**config.mk**
```make
export PLATFORM = sky130hd
export DESIGN_NAME = duty_balance_distance_advisor_flat
export DESIGN_NICKNAME = d
export VERILOG_FILES = /design/src/rtl/dbda_pkg.sv /design/src/rtl/dbda_sample_if.sv /design/src/rtl/dbda_advice_if.sv /design/src/rtl/duty_balance_distance_advisor.sv /design/src/flat_wrapper.sv
export SDC_FILE = /design/constraint.sdc
export NUM_CORES = 1
export LEC_CHECK = 0
export BUFFER_PORTS_ARGS = -buffer_cell sky130_fd_sc_hd__buf_4
export CAP_MARGIN = 5
export CORE_UTILIZATION = 50
export DETAILED_ROUTE_END_ITERATION = 6
export GPL_TIMING_DRIVEN = 0
export PLACE_DENSITY = 0.71
export SETUP_SLACK_MARGIN = 0.3
export SLEW_MARGIN = 20
export SYNTH_ARGS = -nofsm -noshare
export SYNTH_HDL_FRONTEND = slang
export SYNTH_SLANG_ARGS = --single-unit
```
**constraint.sdc**
```tcl
create_clock -name clk -period 23.8 [get_ports clk]
set_input_delay 3.57 -clock clk [delete_from_list [all_inputs] [get_ports clk]]
set_output_delay 3.57 -clock clk [all_outputs]
set_load 0.02 [all_outputs]
```
**src/rtl/dbda_pkg.sv**
```systemverilog
// Shared widths, codes and register addresses for the duty balance distance advisor.
// Depends on nothing; the advice interface and the advisor take names from here by scope.
`default_nettype none

package dbda_pkg;

  localparam int TIME_BITS  = 24;
  localparam int COUNT_BITS = 10;
  localparam int TOL_BITS   = 16;
  localparam int DIFF_BITS  = TIME_BITS + 1;
  localparam int ADDR_BITS  = 4;
  localparam int DATA_BITS  = 32;

  localparam logic [TIME_BITS-1:0] TIME_MAX = {TIME_BITS{1'b1}};

  // Register reset values
  localparam logic [COUNT_BITS-1:0] TPR_RESET     = COUNT_BITS'(100);
  localparam logic [TOL_BITS-1:0]   TOL_RESET     = TOL_BITS'(1000);
  localparam logic [TIME_BITS-1:0]  TIMEOUT_RESET = TIME_BITS'(1000000);

  // Register word indexes (byte address / 4)
  localparam logic [1:0] REG_TPR     = 2'd0;
  localparam logic [1:0] REG_TOL     = 2'd1;
  localparam logic [1:0] REG_TIMEOUT = 2'd2;

  // Result kinds
  localparam logic KIND_REPORT  = 1'b0;
  localparam logic KIND_TIMEOUT = 1'b1;

  // Verdict codes
  localparam logic [2:0] VERDICT_OK          = 3'd0;
  localparam logic [2:0] VERDICT_MOVE_AWAY   = 3'd1;
  localparam logic [2:0] VERDICT_MOVE_CLOSER = 3'd2;
  localparam logic [2:0] VERDICT_NO_PHASES   = 3'd3;
  localparam logic [2:0] VERDICT_SEV_CLOSE   = 3'd4;
  localparam logic [2:0] VERDICT_SEV_FAR     = 3'd5;

endpackage

`default_nettype wire

```
**src/rtl/dbda_sample_if.sv**
```systemverilog
// Input channel: one sensor level beat per microsecond tick.
// Depends on no other file.
`default_nettype none

interface dbda_sample_if;
  logic valid;
  logic ready;
  logic sensor_level;

  modport source (output valid, output sensor_level, input ready);
  modport sink   (input valid, input sensor_level, output ready);
endinterface

`default_nettype wire

```
**src/rtl/dbda_advice_if.sv**
```systemverilog
// Output channel: one report or timeout verdict beat.
// Depends on dbda_pkg for field widths.
`default_nettype none

interface dbda_advice_if;
  logic                                valid;
  logic                                ready;
  logic                                result_kind;
  logic [2:0]                          verdict;
  logic [dbda_pkg::TIME_BITS-1:0]      avg_high_ticks;
  logic [dbda_pkg::TIME_BITS-1:0]      avg_low_ticks;
  logic signed [dbda_pkg::DIFF_BITS-1:0] avg_difference;

  modport source (output valid, output result_kind, output verdict, output avg_high_ticks,
                  output avg_low_ticks, output avg_difference, input ready);
  modport sink   (input valid, input result_kind, input verdict, input avg_high_ticks,
                  input avg_low_ticks, input avg_difference, output ready);
endinterface

`default_nettype wire

```
**src/rtl/duty_balance_distance_advisor.sv**
```systemverilog
// Duty balance distance advisor: sequencer, phase timers, APB registers and
// a shared restoring divider. Depends on dbda_pkg, dbda_sample_if, dbda_advice_if.
//
// Usage: feed one sensor_level beat per microsecond tick on the sample channel.
// Each tick times the current high/low phase; after transitions_per_report timed
// transitions an averaged report leaves on the advice channel, and when the window
// reaches timeout_ticks a timeout verdict leaves instead.
// Flow: a tick that gives no result or a timeout verdict is handled in the idle state;
// the timeout verdict is visible the cycle after the tick is accepted. A tick that
// closes a report starts the one shared divider, which runs one quotient bit per
// cycle, first for the high sum, then for the low sum; the finish state then forms
// the difference and advice. The sample channel is not ready while the divider runs.
// The result sits in an output register; the sample channel is ready only while that
// register is empty or being taken, so a stalled receiver holds off new ticks.
// Reset (rst, synchronous, active high) restores register defaults (100, 1000,
// 1000000), clears all timers and sums, forgets the previous level and empties the
// output register. Registers: byte 0 transitions_per_report, 4 tolerance_ticks,
// 8 timeout_ticks; pready is always high. Write registers only while idle.
`default_nettype none

module duty_balance_distance_advisor (
  input  wire logic                            clk,
  input  wire logic                            rst,
  dbda_sample_if.sink                          sample,
  dbda_advice_if.source                        advice,
  input  wire logic                            psel,
  input  wire logic                            penable,
  input  wire logic                            pwrite,
  input  wire logic [dbda_pkg::ADDR_BITS-1:0]  paddr,
  input  wire logic [dbda_pkg::DATA_BITS-1:0]  pwdata,
  output logic      [dbda_pkg::DATA_BITS-1:0]  prdata,
  output logic                                 pready
);

  localparam int TB  = dbda_pkg::TIME_BITS;
  localparam int CB  = dbda_pkg::COUNT_BITS;
  localparam int DB  = dbda_pkg::DIFF_BITS;
  localparam int CNT_W = $clog2(TB);
  localparam logic [CNT_W-1:0] LAST_STEP = CNT_W'(TB - 1);

  typedef enum logic [3:0] {
    S_IDLE   = 4'b0001,
    S_DIV_HI = 4'b0010,
    S_DIV_LO = 4'b0100,
    S_FINISH = 4'b1000
  } state_t;

  // Configuration registers
  logic [CB-1:0]                 tpr;
  logic [dbda_pkg::TOL_BITS-1:0] tol;
  logic [TB-1:0]                 timeout;

  // Tick state
  state_t        state;
  logic          prev_valid;
  logic          prev_level;
  logic          edge_seen;
  logic [TB-1:0] ticks_since_edge;
  logic          window_started;
  logic [TB-1:0] window_ticks;
  logic [TB-1:0] last_high;
  logic [TB-1:0] last_low;
  logic [TB-1:0] high_sum;
  logic [TB-1:0] low_sum;
  logic [CB-1:0] trans_count;

  // Divider
  logic [CB-1:0]    div_rem;
  logic [TB-1:0]    div_quo;
  logic [CNT_W-1:0] div_cnt;
  logic [TB-1:0]    avg_high;

  // Tick next values
  logic          accept;
  logic [TB-1:0] tse_inc;
  logic [TB-1:0] wt_next;
  logic [TB-1:0] hs_base, ls_base;
  logic [CB-1:0] cnt_base;
  logic          timeout_hit;
  logic          level_change;
  logic [TB-1:0] lh_next, ll_next;
  logic [TB-1:0] hs_next, ls_next;
  logic [CB-1:0] cnt_next;
  logic [CB-1:0] need;
  logic          report_hit;
  logic [2:0]    timeout_verdict;
  logic [TB:0]   hs_wide, ls_wide;

  // Divider step
  logic [CB:0]   div_shift;
  logic [CB+1:0] div_trial;
  logic [CB-1:0] div_rem_next;
  logic [TB-1:0] div_quo_next;

  // Finish
  logic [DB-1:0] diff;
  logic [DB-1:0] mag;
  logic [2:0]    report_verdict;

  logic apb_write;
  logic out_load;

  assign pready    = 1'b1;
  assign apb_write = psel && penable && pwrite;

  always_comb begin
    case (paddr[3:2])
      dbda_pkg::REG_TPR:     prdata = dbda_pkg::DATA_BITS'(tpr);
      dbda_pkg::REG_TOL:     prdata = dbda_pkg::DATA_BITS'(tol);
      dbda_pkg::REG_TIMEOUT: prdata = dbda_pkg::DATA_BITS'(timeout);
      default:               prdata = '0;
    endcase
  end

  always_ff @(posedge clk) begin
    if (rst) begin
      tpr     <= dbda_pkg::TPR_RESET;
      tol     <= dbda_pkg::TOL_RESET;
      timeout <= dbda_pkg::TIMEOUT_RESET;
    end else if (apb_write) begin
      case (paddr[3:2])
        dbda_pkg::REG_TPR:     tpr     <= pwdata[CB-1:0];
        dbda_pkg::REG_TOL:     tol     <= pwdata[dbda_pkg::TOL_BITS-1:0];
        dbda_pkg::REG_TIMEOUT: timeout <= pwdata[TB-1:0];
        default: ;
      endcase
    end
  end

  assign sample.ready = (state == S_IDLE) && (!advice.valid || advice.ready);
  assign accept       = sample.valid && sample.ready;
  assign out_load     = (state == S_FINISH) || (accept && timeout_hit);

  always_comb begin
    tse_inc  = (ticks_since_edge == dbda_pkg::TIME_MAX) ? ticks_since_edge
                                                       : ticks_since_edge + 1'b1;
    if (!window_started) begin
      wt_next  = '0;
      hs_base  = '0;
      ls_base  = '0;
      cnt_base = '0;
    end else begin
      wt_next  = (window_ticks == dbda_pkg::TIME_MAX) ? window_ticks : window_ticks + 1'b1;
      hs_base  = high_sum;
      ls_base  = low_sum;
      cnt_base = trans_count;
    end
    timeout_hit  = (wt_next >= timeout);
    level_change = !prev_valid || (sample.sensor_level != prev_level);

    if (last_high == '0 && last_low == '0) timeout_verdict = dbda_pkg::VERDICT_NO_PHASES;
    else if (last_high > last_low)         timeout_verdict = dbda_pkg::VERDICT_SEV_CLOSE;
    else                                   timeout_verdict = dbda_pkg::VERDICT_SEV_FAR;

    // Time the phase that just ended under its own level
    lh_next  = prev_level ? tse_inc : '0;
    ll_next  = prev_level ? '0 : tse_inc;
    hs_wide  = {1'b0, hs_base} + {1'b0, lh_next};
    ls_wide  = {1'b0, ls_base} + {1'b0, ll_next};
    hs_next  = hs_wide[TB] ? dbda_pkg::TIME_MAX : hs_wide[TB-1:0];
    ls_next  = ls_wide[TB] ? dbda_pkg::TIME_MAX : ls_wide[TB-1:0];
    cnt_next = cnt_base + 1'b1;
    need     = (tpr == '0) ? CB'(1) : tpr;
    report_hit = edge_seen && (cnt_next >= need) && (cnt_next != '0);
  end

  always_comb begin
    div_shift    = {div_rem, div_quo[TB-1]};
    div_trial    = {1'b0, div_shift} - {2'b00, trans_count};
    if (!div_trial[CB+1]) begin
      div_rem_next = div_trial[CB-1:0];
      div_quo_next = {div_quo[TB-2:0], 1'b1};
    end else begin
      div_rem_next = div_shift[CB-1:0];
      div_quo_next = {div_quo[TB-2:0], 1'b0};
    end
  end

  always_comb begin
    diff = {1'b0, avg_high} - {1'b0, div_quo};
    mag  = diff[DB-1] ? (~diff + 1'b1) : diff;
    if (mag <= DB'(tol))  report_verdict = dbda_pkg::VERDICT_OK;
    else if (diff[DB-1])  report_verdict = dbda_pkg::VERDICT_MOVE_AWAY;
    else                  report_verdict = dbda_pkg::VERDICT_MOVE_CLOSER;
  end

  always_ff @(posedge clk) begin
    if (rst) begin
      state            <= S_IDLE;
      prev_valid       <= 1'b0;
      prev_level       <= 1'b0;
      edge_seen        <= 1'b0;
      ticks_since_edge <= '0;
      window_started   <= 1'b0;
      window_ticks     <= '0;
      last_high        <= '0;
      last_low         <= '0;
      high_sum         <= '0;
      low_sum          <= '0;
      trans_count      <= '0;
      advice.valid     <= 1'b0;
    end else begin
      // Drop the taken beat unless a new one loads at this edge
      if (advice.valid && advice.ready && !out_load) begin
        advice.valid <= 1'b0;
      end
      case (state)
        S_IDLE: begin
          if (accept) begin
            window_ticks <= wt_next;
            if (timeout_hit) begin
              ticks_since_edge      <= tse_inc;
              high_sum              <= hs_base;
              low_sum               <= ls_base;
              trans_count           <= cnt_base;
              window_started        <= 1'b0;
              edge_seen             <= 1'b0;
              last_high             <= '0;
              last_low              <= '0;
              advice.valid          <= 1'b1;
              advice.result_kind    <= dbda_pkg::KIND_TIMEOUT;
              advice.verdict        <= timeout_verdict;
              advice.avg_high_ticks <= '0;
              advice.avg_low_ticks  <= '0;
              advice.avg_difference <= '0;
            end else begin
              window_started <= 1'b1;
              if (!level_change) begin
                ticks_since_edge <= tse_inc;
                high_sum         <= hs_base;
                low_sum          <= ls_base;
                trans_count      <= cnt_base;
              end else begin
                ticks_since_edge <= '0;
                edge_seen        <= 1'b1;
                prev_valid       <= 1'b1;
                prev_level       <= sample.sensor_level;
                if (edge_seen) begin
                  last_high   <= lh_next;
                  last_low    <= ll_next;
                  high_sum    <= hs_next;
                  low_sum     <= ls_next;
                  trans_count <= cnt_next;
                  if (report_hit) begin
                    // Start dividing the high sum
                    div_quo <= hs_next;
                    div_rem <= '0;
                    div_cnt <= '0;
                    state   <= S_DIV_HI;
                  end
                end else begin
                  high_sum    <= hs_base;
                  low_sum     <= ls_base;
                  trans_count <= cnt_base;
                end
              end
            end
          end
        end
        S_DIV_HI: begin
          div_cnt <= div_cnt + 1'b1;
          if (div_cnt == LAST_STEP) begin
            avg_high <= div_quo_next;
            div_quo  <= low_sum;
            div_rem  <= '0;
            div_cnt  <= '0;
            state    <= S_DIV_LO;
          end else begin
            div_quo <= div_quo_next;
            div_rem <= div_rem_next;
          end
        end
        S_DIV_LO: begin
          div_cnt <= div_cnt + 1'b1;
          div_quo <= div_quo_next;
          div_rem <= div_rem_next;
          if (div_cnt == LAST_STEP) begin
            state <= S_FINISH;
          end
        end
        S_FINISH: begin
          advice.valid          <= 1'b1;
          advice.result_kind    <= dbda_pkg::KIND_REPORT;
          advice.verdict        <= report_verdict;
          advice.avg_high_ticks <= avg_high;
          advice.avg_low_ticks  <= div_quo;
          advice.avg_difference <= diff;
          // Drop the window sums once the report is out
          high_sum    <= '0;
          low_sum     <= '0;
          trans_count <= '0;
          state       <= S_IDLE;
        end
        default: state <= S_IDLE;
      endcase
    end
  end

endmodule

`default_nettype wire
```
**src/flat_wrapper.sv**
```systemverilog
// flat-port wrapper written by rule: the top's interface ports become plain ports
module duty_balance_distance_advisor_flat 
  (clk, rst, psel, penable, pwrite, paddr, pwdata, prdata, pready, sample_valid, sample_sensor_level, sample_ready, advice_valid, advice_result_kind, advice_verdict, advice_avg_high_ticks, advice_avg_low_ticks, advice_avg_difference, advice_ready);
  dbda_sample_if sample_i ();
  dbda_advice_if advice_i ();
  input  wire logic clk;
  input  wire logic rst;
  input  wire logic psel;
  input  wire logic penable;
  input  wire logic pwrite;
  input  wire logic [dbda_pkg::ADDR_BITS-1:0] paddr;
  input  wire logic [dbda_pkg::DATA_BITS-1:0] pwdata;
  output logic      [dbda_pkg::DATA_BITS-1:0] prdata;
  output logic pready;
  input wire logic [$bits(sample_i.valid)-1:0] sample_valid;
  input wire logic [$bits(sample_i.sensor_level)-1:0] sample_sensor_level;
  output wire logic [$bits(sample_i.ready)-1:0] sample_ready;
  output wire logic [$bits(advice_i.valid)-1:0] advice_valid;
  output wire logic [$bits(advice_i.result_kind)-1:0] advice_result_kind;
  output wire logic [$bits(advice_i.verdict)-1:0] advice_verdict;
  output wire logic [$bits(advice_i.avg_high_ticks)-1:0] advice_avg_high_ticks;
  output wire logic [$bits(advice_i.avg_low_ticks)-1:0] advice_avg_low_ticks;
  output wire logic [$bits(advice_i.avg_difference)-1:0] advice_avg_difference;
  input wire logic [$bits(advice_i.ready)-1:0] advice_ready;
  assign sample_i.valid = sample_valid;
  assign sample_i.sensor_level = sample_sensor_level;
  assign sample_ready = sample_i.ready;
  assign advice_valid = advice_i.valid;
  assign advice_result_kind = advice_i.result_kind;
  assign advice_verdict = advice_i.verdict;
  assign advice_avg_high_ticks = advice_i.avg_high_ticks;
  assign advice_avg_low_ticks = advice_i.avg_low_ticks;
  assign advice_avg_difference = advice_i.avg_difference;
  assign advice_i.ready = advice_ready;
  duty_balance_distance_advisor u_core (.clk(clk), .rst(rst), .sample(sample_i), .advice(advice_i), .psel(psel), .penable(penable), .pwrite(pwrite), .paddr(paddr), .pwdata(pwdata), .prdata(prdata), .pready(pready));
endmodule
```
==> impl_results.rst <==
.. list-table::
   :header-rows: 1

   * - Metric
     - Value
   * - Result of the run
     - complete, no violations
   * - Placer's final routability congestion estimate
     - 0.9817
   * - Final critical-path required period
     - 8753 ps
   * - Fraction of final layout cells sized beyond drive strength 1
     - 9.412%
   * - Net switching fraction of the power
     - 22.92%
   * - Switching power of the nets
     - 0.0003097 W
   * - CP max FO
     - 10
   * - Number of cells after detailed placement
     - 3319
   * - CTS H-tree lvls
     - 2
   * - Post-route fraction of the period consumed by the critical path
     - 36.78%
   * - DP Worst Slack
     - 15090 ps
   * - Pre-Repair DR Iteration Count
     - 6
   * - Post-route non-filler standard cell count
     - 3391
   * - Worst Setup Path Type
     - primary input to output port
   * - Simple-gate share of the synthesized area
     - 21.54%
   * - Count of synthesis-stage warnings from yosys
     - 0
   * - Worst Path Arrival
     - 5180 ps
   * - Number of buffers inserted for hold repair after clock tree synthesis
     - 0
   * - Highest clock rate
     - 114.2 MHz
   * - Cell area power density
     - 53.12 mW/mm²
   * - Kind of capture point of the worst setup path
     - output port
   * - Final Max Tran Viols
     - 0
   * - Wire length of the first global-routing pass
     - 102.6 mm
   * - Buffer levels on the longest clock path
     - 3
   * - Clock latency reported for the late side of the worst-skew pair
     - 570 ps
   * - Number of top-level design ports
     - 156
   * - Share of cell area taken by muxes after synthesis
     - 1.190%
   * - Average via count per standard cell
     - 5.903
   * - Die ar.
     - 0.04520 mm²
   * - Synthesized area per cell
     - 8.576 µm²
   * - Tot GR Track Use
     - 28.98%
   * - CTS clk-pin slew, worst paths
     - 60 ps
   * - Core area
     - 0.04346 mm²
   * - RSZ-0062 raised after global routing
     - no
   * - Wire length per cell after detailed routing
     - 19.33 µm
   * - Synth Area in Adders
     - 9.444%
   * - TritonCTS clock tree
     - done
   * - Synthesis-to-layout area growth
     - 14.70%
   * - # port buffers
     - 134
   * - Num rows
     - 76
   * - Clock Sink Count
     - 353
   * - Synthesized instance count
     - 2586
   * - Combinational Power Share
     - 5.2%
   * - XOR/XNOR Fraction of Synth Area
     - 4.885%
   * - Number of distinct standard cells referenced by the synthesized netlist
     - 88
   * - Die Width
     - 212.6 µm
   * - Count of flip-flops with a built-in enable after synthesis
     - 140
   * - Number of failing hold endpoints at the final stage
     - 0
   * - Setup WS post-layout
     - 15050 ps
   * - Starting Density
     - 51.04%
   * - Design internal power
     - 0.001042 W
   * - Fraction of synthesized cell area taken by the top area cell type
     - 19.23%
   * - Finish-stage setup viols
     - 0
   * - Area leader, netlist
     - dfxtp_1
   * - Final net count
     - 2984
   * - Compound-Gate Fraction of Synth Area
     - 19.62%
   * - Via count of the first global-routing pass
     - 18980
   * - Detailed placement HPWL
     - 51.24 mm
   * - Worst Max-Slew Pin Slew
     - 1174 ps
   * - Number of nets with antenna violations after detailed routing
     - 0
   * - Count of instances resized after the clock tree is built
     - 0
   * - Async set-or-reset flop fraction in the synthesized netlist
     - 0%
   * - Relative slew margins
     - 20.90%
   * - Cell with the most instances after synthesis
     - nand2_1
   * - Max-cap violations
     - 0
   * - List of most frequent post-synthesis cells
     - nand2_1, nor2_1, dfxtp_1
   * - Largest clock skew in the final design
     - 20.15 ps
   * - Number of clock buffers inserted by TritonCTS
     - 39
   * - Peak supply drop
     - 0.00007549 V
   * - Leak pwr
     - 10.35 nW
   * - Number of antenna violations at the first check in global routing
     - 1
   * - Root cell of the clock tree
     - clkbuf_16
   * - Pwr Total
     - 0.001351 W
   * - Top flip-flop cell by instance count after synthesis
     - dfxtp_1
   * - Largest family of logic cells by synthesized area
     - simple AND/OR/NAND/NOR gates
   * - Sequential fraction of design power
     - 46.9%
   * - Detailed-route via count
     - 20020
   * - Number of DRC markers after the initial detailed-route iteration
     - 1744
   * - Required time of the worst setup path
     - 20230 ps
   * - Largest net degree at the start of global routing
     - 25
   * - Clock share of power
     - 48.0%
   * - Worst Hold Slack
     - 450.2 ps
   * - Flip-flop and latch count after synthesis
     - 353
   * - Sequential share of the synthesized area
     - 38.18%
   * - Setup TNS
     - 0 ps
   * - Post-CTS setup buffer count
     - 0
   * - Startpoint kind of the worst setup timing path
     - primary input
   * - Die Span Y
     - 212.6 µm
   * - Final WL
     - 65.55 mm
   * - Global-route congestion overflow total
     - 0
   * - Most area-consuming cells after synthesis
     - dfxtp_1, edfxtp_1, ha_1
   * - Post-synthesis instance area
     - 0.02218 mm²
   * - Remaining routing DRC violations
     - 0
   * - Hold/Removal Path Class
     - flip-flop to flip-flop
==> layout by cell type (no fill, tap or decap), types with 10 or more instances in the layout <==
master	n
a211o_1	19
a211oi_1	14
a21o_1	62
a21oi_1	185
a22oi_1	91
a31oi_1	18
and2_1	137
and3_1	22
buf_2	12
buf_4	144
clkbuf_1	120
clkbuf_16	40
dfxtp_1	213
edfxtp_1	140
ha_1	161
inv_1	139
mux2i_1	23
nand2_1	263
nand2b_1	23
nand3_1	66
nand3b_1	10
nand4_1	41
nor2_1	260
nor2b_1	42
nor3_1	32
nor4_1	27
o211ai_1	10
o21a_1	25
o21ai_0	128
o221ai_1	19
or3_1	14
xnor2_1	81
xor2_1	39
==> metal layers <==
layer	track usage [%]	part of all wire [%]	vias to the layer above
li1	-	-	9589
met1	37.75	43	9527
met2	47.40	46	730
met3	4.372	6.8	171
met4	13.05	4.7	0
met5	0	0	-
==> metrics by stage <==
stage	util, %	area, µm²
after global routing	58.53	25440
after global placement	55.10	23940
after floorplan	-	22210
after CTS	58.52	25430
final	58.54	25440
after detailed placement	55.39	24070
==> sequential cells by signal, indices dropped and copies added, names as in the netlist, 3 cells and up <==
signal                        flops
u_core.tol                       16
u_core.last_high                 24
u_core.div_cnt                    5
u_core.avg_high                  24
u_core.div_rem                   10
u_core.low_sum                   24
u_core.div_quo                   24
u_core.advice.avg_high_ticks     24
u_core.high_sum                  24
u_core.advice.avg_low_ticks      24
u_core.advice.avg_difference     25
u_core.tpr                       10
u_core.window_ticks              24
u_core.ticks_since_edge          24
u_core.trans_count               10
u_core.last_low                  24
u_core.state                      4
u_core.advice.verdict             3
u_core.timeout                   24
==> worst paths after layout <==
kind                                              start             endpoint  slack [ps]  depth (start not counted)
worst min-delay path                u_core.high_sum[21]  u_core.high_sum[21]         450                          2
worst min register to register      u_core.high_sum[21]  u_core.high_sum[21]         450                          2
worst max register to register  u_core.window_ticks[17]   u_core.div_quo[16]       16660                         24
worst max-delay path                           paddr[2]            prdata[9]       15050                          5
==> critical path: stages <==
cell and delay, ps:
clkbuf_1 220, buf_1 640, mux2i_1 210, o21ai_0 320, buf_4 210
==> power groups by stage <==
stage                     Sequential (W)  Clock, W  Combinational, W
final                           0.000634  0.000648         0.0000697
after CTS                       0.000633  0.000657         0.0000681
after detailed placement        0.000646         0         0.0000678
after floorplan                 0.000644         0         0.0000412
after global routing            0.000633  0.000678         0.0000747
after global placement          0.000646         0         0.0000662
==> kinds of logic after synthesis <==
family,Yosys count
XOR/XNOR,122
flip-flops,353
AND/OR/NAND/NOR,978
multiplexers,26
buffers and inverters,280
adder cells (fa/ha/maj),165
other,2
AO/OA/AOI/OAI,660
==> layout make-up <==
type,count,area [µm²]
Inverter,139,521.8
Sequential cell,353,8468
Fill cell,3869,18020
Buffer,141,610.6
Timing Repair Buffer,141,1095
Clock inverter,17,246.5
Tap cell,585,732.0
Clock buffer,54,1114
Antenna cell,1,2.502
Multi-Input combinational cell,1960,12650
No activity file was read; power rests on OpenSTA's default activity.
